==> src/hdl/ldt_pkg.sv <==
// types and constants of the local descriptor table writer
// no dependencies; used by every module of the block
package ldt_pkg;

  localparam logic OpRead  = 1'b0;
  localparam logic OpWrite = 1'b1;

  localparam logic StatusOk    = 1'b0;
  localparam logic StatusInval = 1'b1;

  localparam logic [1:0] ContData     = 2'd0;
  localparam logic [1:0] ContConfCode = 2'd3;

  localparam logic [15:0] ReqBytes = 16'd16;

  // request item
  typedef struct packed {
    logic        operation;
    logic        legacy;
    logic [15:0] byte_count;
    logic [13:0] entry_index;
    logic [31:0] seg_base;
    logic [19:0] seg_limit;
    logic        is_32bit;
    logic [1:0]  contents;
    logic        type_ro;
    logic        page_gran;
    logic        not_present;
    logic        usable;
  } in_t;

  // result item
  typedef struct packed {
    logic        status;
    logic [63:0] descriptor;
    logic [13:0] count_now;
  } out_t;

  // classified command between front and back
  typedef struct packed {
    logic        is_write;
    logic        bad;
    logic [13:0] idx;
    logic [63:0] desc;
  } cmd_t;

endpackage

==> src/hdl/ldt_front.sv <==
// front end: checks a request and packs the descriptor
// uses ldt_pkg
module ldt_front #(
  parameter int ENTRIES = 8192
) (
  input  ldt_pkg::in_t  req_i,
  output ldt_pkg::cmd_t cmd_o
);

  localparam logic [14:0] EntriesW = 15'(ENTRIES);

  logic       bad_pre;
  logic       empty;
  logic       bad;
  logic [3:0] seg_type;
  logic       avl;

  always_comb begin
    bad_pre = (req_i.byte_count != ldt_pkg::ReqBytes)
           || ({1'b0, req_i.entry_index} >= EntriesW)
           || ((req_i.contents == ldt_pkg::ContConfCode)
               && (req_i.legacy || !req_i.not_present));
    empty = (req_i.seg_base == 32'd0) && (req_i.seg_limit == 20'd0)
         && (req_i.legacy
             || ((req_i.contents == ldt_pkg::ContData) && req_i.type_ro
                 && !req_i.page_gran && req_i.not_present && !req_i.usable));
    bad      = bad_pre || (!empty && !req_i.is_32bit);
    seg_type = {req_i.contents, !req_i.type_ro, 1'b1};
    avl      = req_i.usable && !req_i.legacy;

    cmd_o.is_write = (req_i.operation == ldt_pkg::OpWrite);
    cmd_o.bad      = bad;
    cmd_o.idx      = req_i.entry_index;
    if (bad || empty) begin
      cmd_o.desc = 64'd0;
    end else begin
      cmd_o.desc = {req_i.seg_base[31:24], req_i.page_gran, req_i.is_32bit,
                    1'b0, avl, req_i.seg_limit[19:16], !req_i.not_present,
                    2'b11, 1'b1, seg_type, req_i.seg_base[23:0],
                    req_i.seg_limit[15:0]};
    end
  end

endmodule

==> config.mk <==
export PLATFORM = sky130hd
export DESIGN_NAME = ldt_front
export DESIGN_NICKNAME = d
export VERILOG_FILES = /design/src/hdl/ldt_pkg.sv /design/src/hdl/ldt_front.sv
export SDC_FILE = /design/constraint.sdc
export NUM_CORES = 1
export LEC_CHECK = 0
export ABC_CLOCK_PERIOD_IN_PS = 2500
export BUFFER_PORTS_ARGS = -buffer_cell sky130_fd_sc_hd__buf_2
export CORE_AREA = 2 2 65 67
export DETAILED_ROUTE_END_ITERATION = 16
export DIE_AREA = 0 0 67 69
export PLACE_DENSITY = 0.74
export SYNTH_ARGS = -nofsm -noshare
export SYNTH_HDL_FRONTEND = slang
export SYNTH_SLANG_ARGS = --single-unit
==> constraint.sdc <==
create_clock -name vclk -period 2.5
set_clock_uncertainty 0.2 [all_clocks]
set_input_delay 0.25 -clock vclk [all_inputs]
set_output_delay 0.25 -clock vclk [all_outputs]
set_load 0.01 [all_outputs]
### Word-level counts from Yosys, hierarchy flattened

Index checks and enable logic that the tools add are counted.

| cells by class | value |
|---|---|
| multipliers | 0 |
| multiplexer cells | 1 |
| magnitude comparators | 1 |
| bitwise gates (word level) | 0 |
| shifts and indexed selects | 0 |
| add/sub/neg operators | 0 |
| equality and inequality tests | 2 |
| divide/modulo/power cells | 0 |
| reductions and logical operators | 25 |

Operators with widths:

| kind | number |
|---|---|
| $mux 64 | 1 |
| $logic_not 32->1 | 1 |
| $logic_not 20->1 | 1 |
| $ne 16x5->1 const B | 1 |
| $ge 14x14->1 const B | 1 |
| $logic_and 1x1->1 | 9 |
| $logic_not 1->1 | 7 |
| $logic_or 1x1->1 | 6 |
| $eq 2x2->1 const B | 1 |
| $logic_not 2->1 | 1 |

| storage, ports and cells | value |
|---|---|
| logic and storage cells | 29 |
| memories kept | 0 |
| RAM bits | 0 |
| bits in latches | 0 |
| memory bits (read-only) | 0 |
| register bits | 0 |
| input port bits | 91 |

### Longest topological paths before layout

| logic depth | value |
|---|---|
| depth after elaboration | 12 |
| gate-level depth with buffers | 7 |
| depth with buffers taken out | 5 |

### Least setup slack after synthesis

Ideal clock, no wire load.

| path | value |
|---|---|
| path kind | input to output |
| start point | in req_i[75] (netlist name) |
| end point | out cmd_o[44] (netlist name) |
| cell stages on the path | 5 |
| slack | 0.190 ns |
| data arrival time | 1.860 ns |
| path through | or4b_1 nor3_2 nand4_2 a311oi_1 buf_4 |

RTL lines:

| what | RTL line | source |
|---|---|---|
| start, declared | ldt_front.sv:6 | `input ldt_pkg::in_t req_i,` |
| end, declared | ldt_front.sv:7 | `output ldt_pkg::cmd_t cmd_o` |

==> impl_metrics.toml <==
[setup_path]
path_max_fanout = 15
cp_common_cell = "buf_6"
worstPathRequired_ps = 2050
start_kind = "input port"
path_class = "input port to primary output"
arrival_ps = 2050
worstPathCellList = "buf_6 -> or4b_4 -> nor3_4 -> nand4_2 -> a311oi_4 -> buf_6 -> buf_8 -> nor2b_1 -> buf_2"
cp-end-kind = "primary output"
slowest_delay_ps = 530
cp_slowest_cell = "or4b_4"

[synth]
synth_fa_ha_area_share_pct = 0
synth_compound_area_share_pct = 7.18
netlist_instances = 119
synth_nets = 210
synth_top_family_by_area = "simple AND/OR/NAND/NOR gates"
ys_seq_area_share_pct = 0
ys_warn_count = 0
syn_avg_cell_area_um2 = 6.74
synth_mux_area_share_pct = 0
ys_types = 24
synth_xor_area_share_pct = 0
synthSimpleGateAreaFrac_pct = 67.9
syn_area_um2 = 802

[layout]
mostFrequentLayoutCell = "buf_2"
drive_above_1_share_pct = 70.8
diodes = 0
nets = 336
seq_area_um2 = 0
fill_cells = 390
clkbuf_count = 0
area_growth_syn_to_layout_pct = 106
multi_input_area_um2 = 662
layout_common_cells = "buf_2 (126), and2_1 (40), buf_6 (18)"
seq_cell_count = 0
finalInstanceArea_mm2 = 0.00165

[global_route]
grt.overflow.total = 0
grt_max_degree = 31
grt_pass1_vias = 1094
top_usage_layer = "met2"
met3_usage_pct = 0.653
grt_util_all_layers_pct = 11.7
antenna_found_initial = 0
use_met2_pct = 26.7
grt_pass1_wl_um = 4440
use_met1_pct = 10.0

[timing]
setup_viol = 1
hold_violations = 0
fin_crit_ps = 2500
rsz0062_at_grt = "true"
fin_hold_ws_ps = 300
fin_crit_sh_pct = 100
setup_slack_ps = -1.92
drv_slew = 0
clock.fmax_mhz = 400

[place]
io_buffers = 142
gp_congestion = 0.757
hpwl_um = 2950
placed_area_mm2 = 0.00141

[pwr]
cellLeakagePower_nw = 0.975
ir_drop_mv = 0.0239
power.density_mw_per_mm2 = 53.2

[job]
cap_violations = 0

[drt]
avgRoutedWirePerCell_um = 12.4
ant_nets = 0
drtIter0Drc = 8
firstDrtPassIters = 2
vias = 1308
remaining_drc_errors = 0
vias_per_cell = 4.46
wl_um = 3640

[floorplanning]
start_util_pct = 20.5
die_w_um = 67
dieArea_mm2 = 0.00462
rows = 23
io_pins = 171
coreArea_mm2 = 0.00391
dieHeight_um = 69

[status]
status = "complete, but fails checks"
violations = "negative setup slack"

[worst_hold_path]
worstHoldPathType = "input port to primary output"

[clock_network]
cts_hold_buf = 0
-- cell type report --
class | instances | share of cell area, %
Multi-Input combinational cell | 92 | 40.0
Timing Repair Buffer | 150 | 56.0
Inverter | 1 | 0.227
Tap cell | 50 | 3.78
-- worst max-delay path: cells and delay by family --
| kind | cells | cell delay [ps] |
|---|---|---|
| compound gates | 1 | 340 |
| buf+inv | 4 | 550 |
| simple gates | 4 | 920 |
-- power breakdown --
group,switching (W),internal (W)
clock,0,0
combinational,0.0000374,0.0000507
sequential,0,0
-- worst paths after layout --
check	slack (ps)	cells after the start	end	from
setup / recovery	-2	9	cmd_o[47]	req_i[75]
hold / removal	300	0	cmd_o[75]	req_i[70]
-- metrics by stage --
stage / util [%] / TNS, ps / power [W] / worst slack, ps / instances
2_1_floorplan: - / 0 / 0.0000375 / 190 / 119
3_3_place_gp: 35.9 / 0 / 0.0000826 / 50.2 / 288
6_report: 42.3 / -1.92 / 0.0000881 / -1.92 / 293
3_5_place_dp: 35.9 / -63.3 / 0.0000848 / -21.3 / 288
5_1_grt: 42.3 / -2930 / 0.0000966 / -92.8 / 293
4_1_cts: 35.9 / -214 / 0.0000850 / -26.7 / 288
-- logic make-up (layout without fill, tap and decap cells) --
family / count (synthesis) / count (layout)
simple gates: 86 / 86
buf+inv: 27 / 151
compound gates: 5 / 5
other cells: 1 / 1
-- per-layer routing --
layer	share of wire, %	wire [µm]
met5	0	0
met4	1.6	57
met3	10	366
met2	56	2030
met1	33	1190
-- cell usage after synthesis, types with 2 or more instances --
| master | instances | area share [%] |
|---|---|---|
| and2_1 | 55 | 43 |
| nor2b_1 | 2 | 1.6 |
| nor2_1 | 2 | 0.94 |
| buf_4 | 20 | 19 |
| nand3_1 | 2 | 1.2 |
| clkbuf_2 | 3 | 1.9 |
| buf_6 | 2 | 2.8 |
| nor4_1 | 16 | 12 |
| nand4_1 | 2 | 1.6 |
-- timing repair --
action | 4_1_cts | 5_1_grt
gates cloned | 0 | 3
pin swaps | 0 | 15
setup buffers | 0 | 2
endpoints found under the setup margin | 31 | 63
resized for setup | 0 | 49
endpoints found under the hold margin | 0 | 0
Note: power is estimated with default switching activity, not from simulation.
