## src/hdl/ldt_pkg.sv

```systemverilog
// types and constants of the local descriptor table writer
// no dependencies; used by every module of the block
package ldt_pkg;

  localparam logic OpRead  = 1'b0;
  localparam logic OpWrite = 1'b1;

  localparam logic StatusOk    = 1'b0;
  localparam logic StatusInval = 1'b1;

  localparam logic [1:0] ContData     = 2'd0;
  localparam logic [1:0] ContConfCode = 2'd3;

  localparam logic [15:0] ReqBytes = 16'd16;

  // request item
  typedef struct packed {
    logic        operation;
    logic        legacy;
    logic [15:0] byte_count;
    logic [13:0] entry_index;
    logic [31:0] seg_base;
    logic [19:0] seg_limit;
    logic        is_32bit;
    logic [1:0]  contents;
    logic        type_ro;
    logic        page_gran;
    logic        not_present;
    logic        usable;
  } in_t;

  // result item
  typedef struct packed {
    logic        status;
    logic [63:0] descriptor;
    logic [13:0] count_now;
  } out_t;

  // classified command between front and back
  typedef struct packed {
    logic        is_write;
    logic        bad;
    logic [13:0] idx;
    logic [63:0] desc;
  } cmd_t;

endpackage

```

## src/hdl/ldt_queue.sv

```systemverilog
// two-entry queue of classified commands between front and back
// uses ldt_pkg
module ldt_queue (
  input  logic          clk_i,
  input  logic          rst_ni,
  input  logic          push_i,
  input  ldt_pkg::cmd_t push_data_i,
  output logic          full_o,
  input  logic          pop_i,
  output logic          valid_o,
  output ldt_pkg::cmd_t pop_data_o
);

  ldt_pkg::cmd_t slot_q [2];
  logic          wr_ptr_q, wr_ptr_d;
  logic          rd_ptr_q, rd_ptr_d;
  logic [1:0]    fill_q, fill_d;

  assign full_o     = fill_q[1];
  assign valid_o    = (fill_q != 2'd0);
  assign pop_data_o = slot_q[rd_ptr_q];

  always_comb begin
    wr_ptr_d = push_i ? ~wr_ptr_q : wr_ptr_q;
    rd_ptr_d = pop_i ? ~rd_ptr_q : rd_ptr_q;
    fill_d   = fill_q + 2'(push_i) - 2'(pop_i);
  end

  always_ff @(posedge clk_i or negedge rst_ni) begin
    if (!rst_ni) begin
      wr_ptr_q <= 1'b0;
      rd_ptr_q <= 1'b0;
      fill_q   <= 2'd0;
    end else begin
      wr_ptr_q <= wr_ptr_d;
      rd_ptr_q <= rd_ptr_d;
      fill_q   <= fill_d;
    end
  end

  always_ff @(posedge clk_i) begin
    if (push_i) begin
      slot_q[wr_ptr_q] <= push_data_i;
    end
  end

endmodule

```

## config.mk

```make
export PLATFORM = sky130hd
export DESIGN_NAME = ldt_queue
export DESIGN_NICKNAME = d
export VERILOG_FILES = /design/src/hdl/ldt_pkg.sv /design/src/hdl/ldt_queue.sv
export SDC_FILE = /design/constraint.sdc
export NUM_CORES = 1
export LEC_CHECK = 0
export BUFFER_PORTS_ARGS = -buffer_cell sky130_fd_sc_hd__buf_2
export CAP_MARGIN = 30
export CORE_ASPECT_RATIO = 0.9
export CORE_UTILIZATION = 56
export DETAILED_ROUTE_END_ITERATION = 7
export PLACE_DENSITY = 0.84
export SKIP_LAST_GASP = 1
export SLEW_MARGIN = 30
export SYNTH_ARGS = -nofsm -noshare
export SYNTH_HDL_FRONTEND = slang
export SYNTH_SLANG_ARGS = --single-unit
```

## constraint.sdc

```tcl
create_clock -name clk_i -period 11.8 [get_ports clk_i]
set_input_delay 1.77 -clock clk_i [delete_from_list [all_inputs] [get_ports clk_i]]
set_output_delay 1.77 -clock clk_i [all_outputs]
set_load 0.01 [all_outputs]
```

* Yosys cells after proc, flatten, opt, wreduce, memory -nomap -nowiden *
Memory sizes are Yosys's and may differ from the RTL's.
Cells that the tools add are included.

word-level totals
  logic and storage cells = 11
  bits in registers = 4
  memories kept = 1
  bits in writable memories = 160
  output and inout port bits = 82

operators by class
  muxes and demuxes = 2
  $add $sub $neg = 2
  reduce and logical (&&, ||, !) cells = 1
  bitwise logic cells = 2

memory list
  memory  words  width  read ports  clocked after memory_dff  write ports  RTL line         text
  slot_q  2      80     1           0                         1            ldt_queue.sv:14  ldt_pkg::cmd_t slot_q [2];

operator list
  kind                count
  $add A2 B1 Y2       1
  $mux W1             2
  $not A1 Y1          2
  $reduce_bool A2 Y1  1
  $sub A2 B1 Y2       1

* Depth between registers and ports, before layout *
Gate-level depths: netlist of run 1.

  depth after elaboration = 2
  depth in mapped cells = 5

* Worst setup path before layout of run 1 *
OpenSTA, ideal clock, no wires.

  path type = input to register
  start point = input push_i
  end point = memory slot_q[0][0] (netlist name), enable pin
  data required time = 11.272 ns
  arrival = 5.268 ns
  path buffers = 0
  setup slack = 6.004 ns
  library setup time = 0.528 ns
  stages = 1
  cells stage by stage = nor2b_1

between the ends
  cells in the longest elaborated chain, start to end = 2

RTL lines
  element                        RTL line         text
  start, declared                ldt_queue.sv:6   input logic push_i,
  $mux W1                        ldt_queue.sv:42  if (push_i) begin
  $mux W1 (not written as such)  ldt_queue.sv:43  slot_q[wr_ptr_q] <= push_data_i;
  end, declared                  ldt_queue.sv:14

Every way passes these cells.

==> results of run 1 <==
-- area by class of cell --
type,count,area [sq um]
fillers,702,3110
clock buffers,18,429
multi-input cells,88,1290
clock inverters,14,136
repair buffers,168,868
flip-flops and latches,164,4910
well taps,152,190
inverters,2,7.51
-- cell usage after synthesis, drive strengths merged --
master	n	area, sq um
and2	1	6.26
buf	9	171
dfrtp	4	100
edfxtp	160	4800
ha	2	25.0
inv	2	7.51
mux2	80	1200
nor2b	1	6.26
or2	1	6.26
xor2	2	17.5
xor3	1	23.8
-- flip-flops by register name, indices dropped and copies added (netlist names) --
name	count
slot_q	160
fill_q	2
rd_ptr_q	1
wr_ptr_q	1
-- through the flow --
stage                     setup slack [ns]  power, mW  util, %  hold slack, ns
after global placement                7.83       1.40     66.1           0.531
after floorplan                       6.00       1.28        -           0.455
after detailed placement              7.82       1.42     66.4           0.543
after CTS                             7.36       1.94     71.6           0.553
final                                 7.41       1.92     71.6           0.555
after global routing                  7.30       2.01     71.6           0.567
-- worst paths after layout --
check / startpoint / endpoint / slack, ns / cells after the start
max: rd_ptr_q$_DFFE_PN0P_ / pop_data_o[46] / 7.41 / 3
min: wr_ptr_q$_DFFE_PN0P_ / wr_ptr_q$_DFFE_PN0P_ / 0.55 / 1
max reg2reg: wr_ptr_q$_DFFE_PN0P_ / slot_q[0][36]$_DFFE_PP_ / 9.80 / 2
min reg2reg: wr_ptr_q$_DFFE_PN0P_ / wr_ptr_q$_DFFE_PN0P_ / 0.55 / 1
max in group asynchronous: rst_ni / rd_ptr_q$_DFFE_PN0P_ / 10.50 / 1
min in group asynchronous: rst_ni / fill_q[1]$_DFF_PN0_ / 1.15 / 1
-- power by group through the flow --
stage	Clock, mW	Combinational (mW)	Sequential, mW
6_report	0.522	0.552	0.846
5_1_grt	0.557	0.592	0.857
4_1_cts	0.534	0.561	0.848
3_5_place_dp	0	0.558	0.860
3_3_place_gp	0	0.544	0.853
2_1_floorplan	0	0.466	0.819
-- critical path: stages (launching register included) --
cell and delay, ns:
dfrtp_4 0.97, buf_4 0.70, mux2_4 0.36, buf_2 0.14
-- layer usage --
layer,track usage [%],up-vias
li1,-,1397
met1,21.8,1470
met2,28.8,121
met3,8.05,11
met4,8.09,0
met5,0,-
-- logic make-up after synthesis --
family                   synth area share, %
flip-flops                              77.0
adder cells (fa/ha/maj)                0.393
multiplexers                            18.8
XOR/XNOR                               0.649
buffers and inverters                   2.81
AND/OR/NAND/NOR                        0.295
==> results.md, run 1 <==
* Switching pwr at 0.531 mW
* Number of DRC markers in iteration 0 at 131
* Routed WL at 10,500 um
* Routed vias/inst at 4.95
* Non-Filler Instances at 606
* 1st-pass router iterations at 6
* Netlist cell types at 13
* Sequential area share after synthesis at 77.0%
* Clock latency at the later pin of the worst-skew pair at 0.41 ns
* YS warnings at 0
* Pin count of the biggest net entering global routing at 68
* Clk pin slew, worst setup/hold paths at 0.06 ns
* Area grow syn2layout at 23.0%
* Area after DPL at 7270 sq um
* Fin Setup TNS at 0 ns
* Max Used Layer: met4
* WP data required at 10.03 ns
* CP Max Fanout at 44
* Post-DP HPWL at 6860 um
* M1 wire length at 4450 um
* Chip height at 103 um
* Clk pwr share at 27.2%
* First-pass GRT wire length at 15,100 um
* Slew margin rel. at 39.5%
* DRC viols at 0
* Max frequency at 0.228 GHz
* Internal at 1.39 mW
* Post-DR wirelength/cell at 17.4 um
* CTS tree: yes
* Post-route cell area at 7830 sq um
* Period Utilization, post-route at 37.2%
* Die X-Extent at 114 um
* RSZ-0062 raised after global routing: false
* HP Class: flop to flop
* CTS Hold Bufs at 0
* Type of the worst setup path: flop to output pin
* Switching share of total power at 27.6%
* IO Count at 166
* IO Port Bufs at 165
* Final setup vio count at 0
* Worst EP arrival at 2.62 ns
* Met2 Wirelength at 5180 um
* Avg Inst Size Synth at 24.2 sq um
* Worst-margin pin slew at 0.908 ns
* Final clock skew at 0.00629 ns
* Post-Synthesis Cells at 263
* H-tree Lvls at 4
* Antenna Violating Nets Remaining at 0
* Initial antenna violation count at 0
* Starting density of the core at 58.2%
* Overall Global Routing Usage at 18.2%
* Peak supply drop at 0.164 mV
* NumNets Final at 527
* TritonCTS buffer count at 17
* Comb pwr share at 28.8%
* Vias in the first global route at 3,015
* Die area at 11,800 sq um
* Post_cts resized at 0
* Fin crit period at 4.39 ns
* Number of synthesized register bits at 164
* Placer's final routability congestion estimate at 0.701
* Syn Nets at 349
* Flop pwr share at 44.1%
* Most frequent cells in the layout: buf_2, edfxtp_1, mux2_4
* Cell area power density at 245 nW/um^2
* Clk sinks at 164
* Clock root cell: clkbuf_16
* Layout cells sized above 1 at 61.9%
* Global route total overflow at 0
* Row Count at 36
* Core area at 10,900 sq um
* Routed wl met3 at 756 um
* DR vias at 2,999
* Outcome: finished clean
* DP Cell Count at 574
* Maxcap violations at 0
* Final Slew Violations at 0
* Commonest non-fill, non-tap cell in the layout: buf_2
* Endpoints failing hold at 0
* Cell area after synthesis at 6370 sq um
* CP Capture Type: output pin
* Leak Pwr at 3.21 nW
* Worst Setup Start Kind: flop
* Post-CTS Setup Inserts at 0
* Antenna Cells at 0
* Longest Clk Path Bufs at 2
No activity file was read; power rests on OpenSTA's default activity.
==> run 2, diff against run 1 <==
--- a/config.mk
+++ b/config.mk
@@ -8,9 +8,9 @@
 export BUFFER_PORTS_ARGS = -buffer_cell sky130_fd_sc_hd__buf_2
 export CAP_MARGIN = 30
 export CORE_ASPECT_RATIO = 0.9
-export CORE_UTILIZATION = 56
+export CORE_UTILIZATION = 47
 export DETAILED_ROUTE_END_ITERATION = 7
-export PLACE_DENSITY = 0.84
+export PLACE_DENSITY = 0.75
 export SKIP_LAST_GASP = 1
 export SLEW_MARGIN = 30
 export SYNTH_ARGS = -nofsm -noshare
==> constraint.sdc (replaced) <==
create_clock -name clk_i -period 3.6 [get_ports clk_i]
set_input_delay 0.54 -clock clk_i [delete_from_list [all_inputs] [get_ports clk_i]]
set_output_delay 0.54 -clock clk_i [all_outputs]
set_load 0.01 [all_outputs]
==> run 2 against run 1 <==
  * Flip-flop and latch count is the same
  * Critical path depth is the same
  * Via count grew 0.93%
  * Wire length shrank 1.1%
  * Total power grew to 3.4 times the previous value
  * Final area grew 1.9%
  * Critical endpoint is now pop_data_o[70]
==> results.md, run 2 (same netlist as run 1, synthesis figures left out) <==
* Most frequent cells in the layout: buf_2, edfxtp_1, mux2_4
* Leak Pwr at 3.26 nW (+1.7%)
* Clock latency at the later pin of the worst-skew pair at 0.42 ns (about the same)
* Layout cells sized above 1 at 62.1% (+0.17 points)
* Area grow syn2layout at 25.3%
* Overall Global Routing Usage at 15.7% (-2.5 points)
* Initial antenna violation count at 1 (+1)
* Max frequency at 0.382 GHz
* Chip height at 112 um (+9.0%)
* Number of DRC markers in iteration 0 at 178 (+36%)
* Post_cts resized at 0 (unchanged)
* CP Capture Type: output pin
* Slew margin rel. at 58.0% (+19 points)
* Antenna Cells at 0 (unchanged)
* Post-DR wirelength/cell at 16.8 um (-3.3%)
* Util after Layout at 61.7% (-9.9 points)
* DR vias at 3,027 (+0.93%)
* IO Port Bufs at 165 (unchanged)
* Routed WL at 10,400 um (-1.1%)
* Placer's final routability congestion estimate at 0.670 (-4.5%)
* Post-DP HPWL at 6750 um (-1.6%)
* R2R setup slack at 1.92 ns (-7.88 ns)
* HP Class: input port to flop
* Clock root cell: clkbuf_16
* First-pass GRT wire length at 16,200 um (+7.3%)
* Core area at 12,900 sq um (+18%)
* Fin crit period at 2.62 ns
* CP Max Fanout at 23 (-48%)
* WP data required at 3.06 ns (-6.97 ns)
* RSZ-0062 raised after global routing: false
* Fin Setup TNS at 0 ns (unchanged)
* Post-CTS Setup Inserts at 0 (unchanged)
* Global route total overflow at 0 (unchanged)
* IO Count at 166 (unchanged)
* Type of the worst setup path: flop to output pin
* Worst slack, placed at 1.42 ns (-6.39 ns)
* Longest Clk Path Bufs at 2 (unchanged)
* Cell area power density at 826 nW/um^2 (+240%)
* Fillcell total at 905 (+29%)
* Largest regs: slot_q x160, fill_q x2
* CTS tree: yes
* Pin count of the biggest net entering global routing at 70 (+2.9%)
* NumNets Final at 529 (+0.38%)
* Final setup vio count at 0 (unchanged)
* H-tree Lvls at 4 (unchanged)
* Die area at 14,000 sq um (+19%)
* Endpoints failing hold at 0 (unchanged)
* Worst Setup Start Kind: flop
* Outcome: finished clean
* Hold Slack at 0.304 ns (-0.251 ns)
* Die X-Extent at 125 um (+9.0%)
* Register-to-Register Path Depth at 2 (unchanged)
* Final Slew Violations at 0 (unchanged)
* Clk sinks at 164 (unchanged)
* Routed vias/inst at 4.88 (-1.3%)
* Final clock skew at 0.00409 ns (-0.00220 ns)
* Largest register FFs at 160 (unchanged)
* Hold depth at 1 (unchanged)
* Worst-margin pin slew at 0.630 ns (-0.278 ns)
* Maxcap violations at 0 (unchanged)
* 1st-pass router iterations at 4 (-2)
* Critical Path Source: rd_ptr_q$_DFFE_PN0P_
* Clk pin slew, worst setup/hold paths at 0.06 ns (about the same)
* Reg2reg start: wr_ptr_q$_DFFE_PN0P_
* Row Count at 39 (+8.3%)
* Worst EP arrival at 2.08 ns (-0.54 ns)
* Antenna Violating Nets Remaining at 0 (unchanged)
* PnR worst setup slack at 0.985 ns (-6.42 ns)
* Vias in the first global route at 3,177 (+5.4%)
* Largest register by flop count: slot_q
* TritonCTS buffer count at 17 (unchanged)
* Peak supply drop at 0.537 mV (+230%)
* HP Start: push_data_i[0]
* Commonest non-fill, non-tap cell in the layout: buf_2
* Period Utilization, post-route at 72.6%
* DRC viols at 0 (unchanged)
* Starting density of the core at 49.2% (-8.9 points)
run 2: power by group:
group / internal (mW) / switching, mW / leakage (nW)
clock: 1.30 / 0.703 / 0.310
sequential: 2.54 / 0.164 / 1.55
combinational: 1.01 / 0.876 / 1.40
run 2: through the flow:
stage | cells | power, mW | area, sq um
5_1_grt | 620 | 6.87 | 7980
3_5_place_dp | 587 | 4.67 | 7310
3_3_place_gp | 586 | 4.62 | 7290
4_1_cts | 620 | 6.68 | 7980
6_report | 620 | 6.59 | 7980
2_1_floorplan | 263 | 4.20 | 6370
run 2: per-layer routing:
| layer | up-vias | share of wire (%) | GRT usage [%] |
|---|---|---|---|
| met5 | - | 0.12 | 0 |
| met4 | 2 | 1.5 | 6.99 |
| li1 | 1404 | - | - |
| met1 | 1483 | 41 | 17.9 |
| met2 | 122 | 49 | 25.9 |
| met3 | 16 | 8.6 | 6.91 |
run 2: final cells by class:
cell class | instances | area [sq um] | share of cell area, %
Tap cell | 164 | 205 | 2.57
Multi-Input combinational cell | 88 | 1290 | 16.2
Inverter | 2 | 7.51 | 0.0941
Clock inverter | 14 | 233 | 2.92
Sequential cell | 164 | 4910 | 61.5
Timing Repair Buffer | 170 | 903 | 11.3
Clock buffer | 18 | 429 | 5.38
run 2: path summary, 6_finish.rpt:
path,end
setup reg to reg,slot_q[1][40]$_DFFE_PP_
setup / recovery,pop_data_o[70]
hold / removal,slot_q[1][0]$_DFFE_PP_
max in group asynchronous,rd_ptr_q$_DFFE_PN0P_
min in group asynchronous,fill_q[0]$_DFF_PN0_
hold reg to reg,wr_ptr_q$_DFFE_PN0P_
run 2: what timing repair did:
item / 4_1_cts / 5_1_grt
hold buffers: 1 / 0
endpoints found under the hold margin: 4 / 0
setup endpoints to repair: 0 / 0
run 2: worst max-delay path, cell delays in order (launching register included):
cell,delay [ns]
dfrtp_4,0.70
buf_4,0.44
mux2_4,0.34
buf_2,0.14
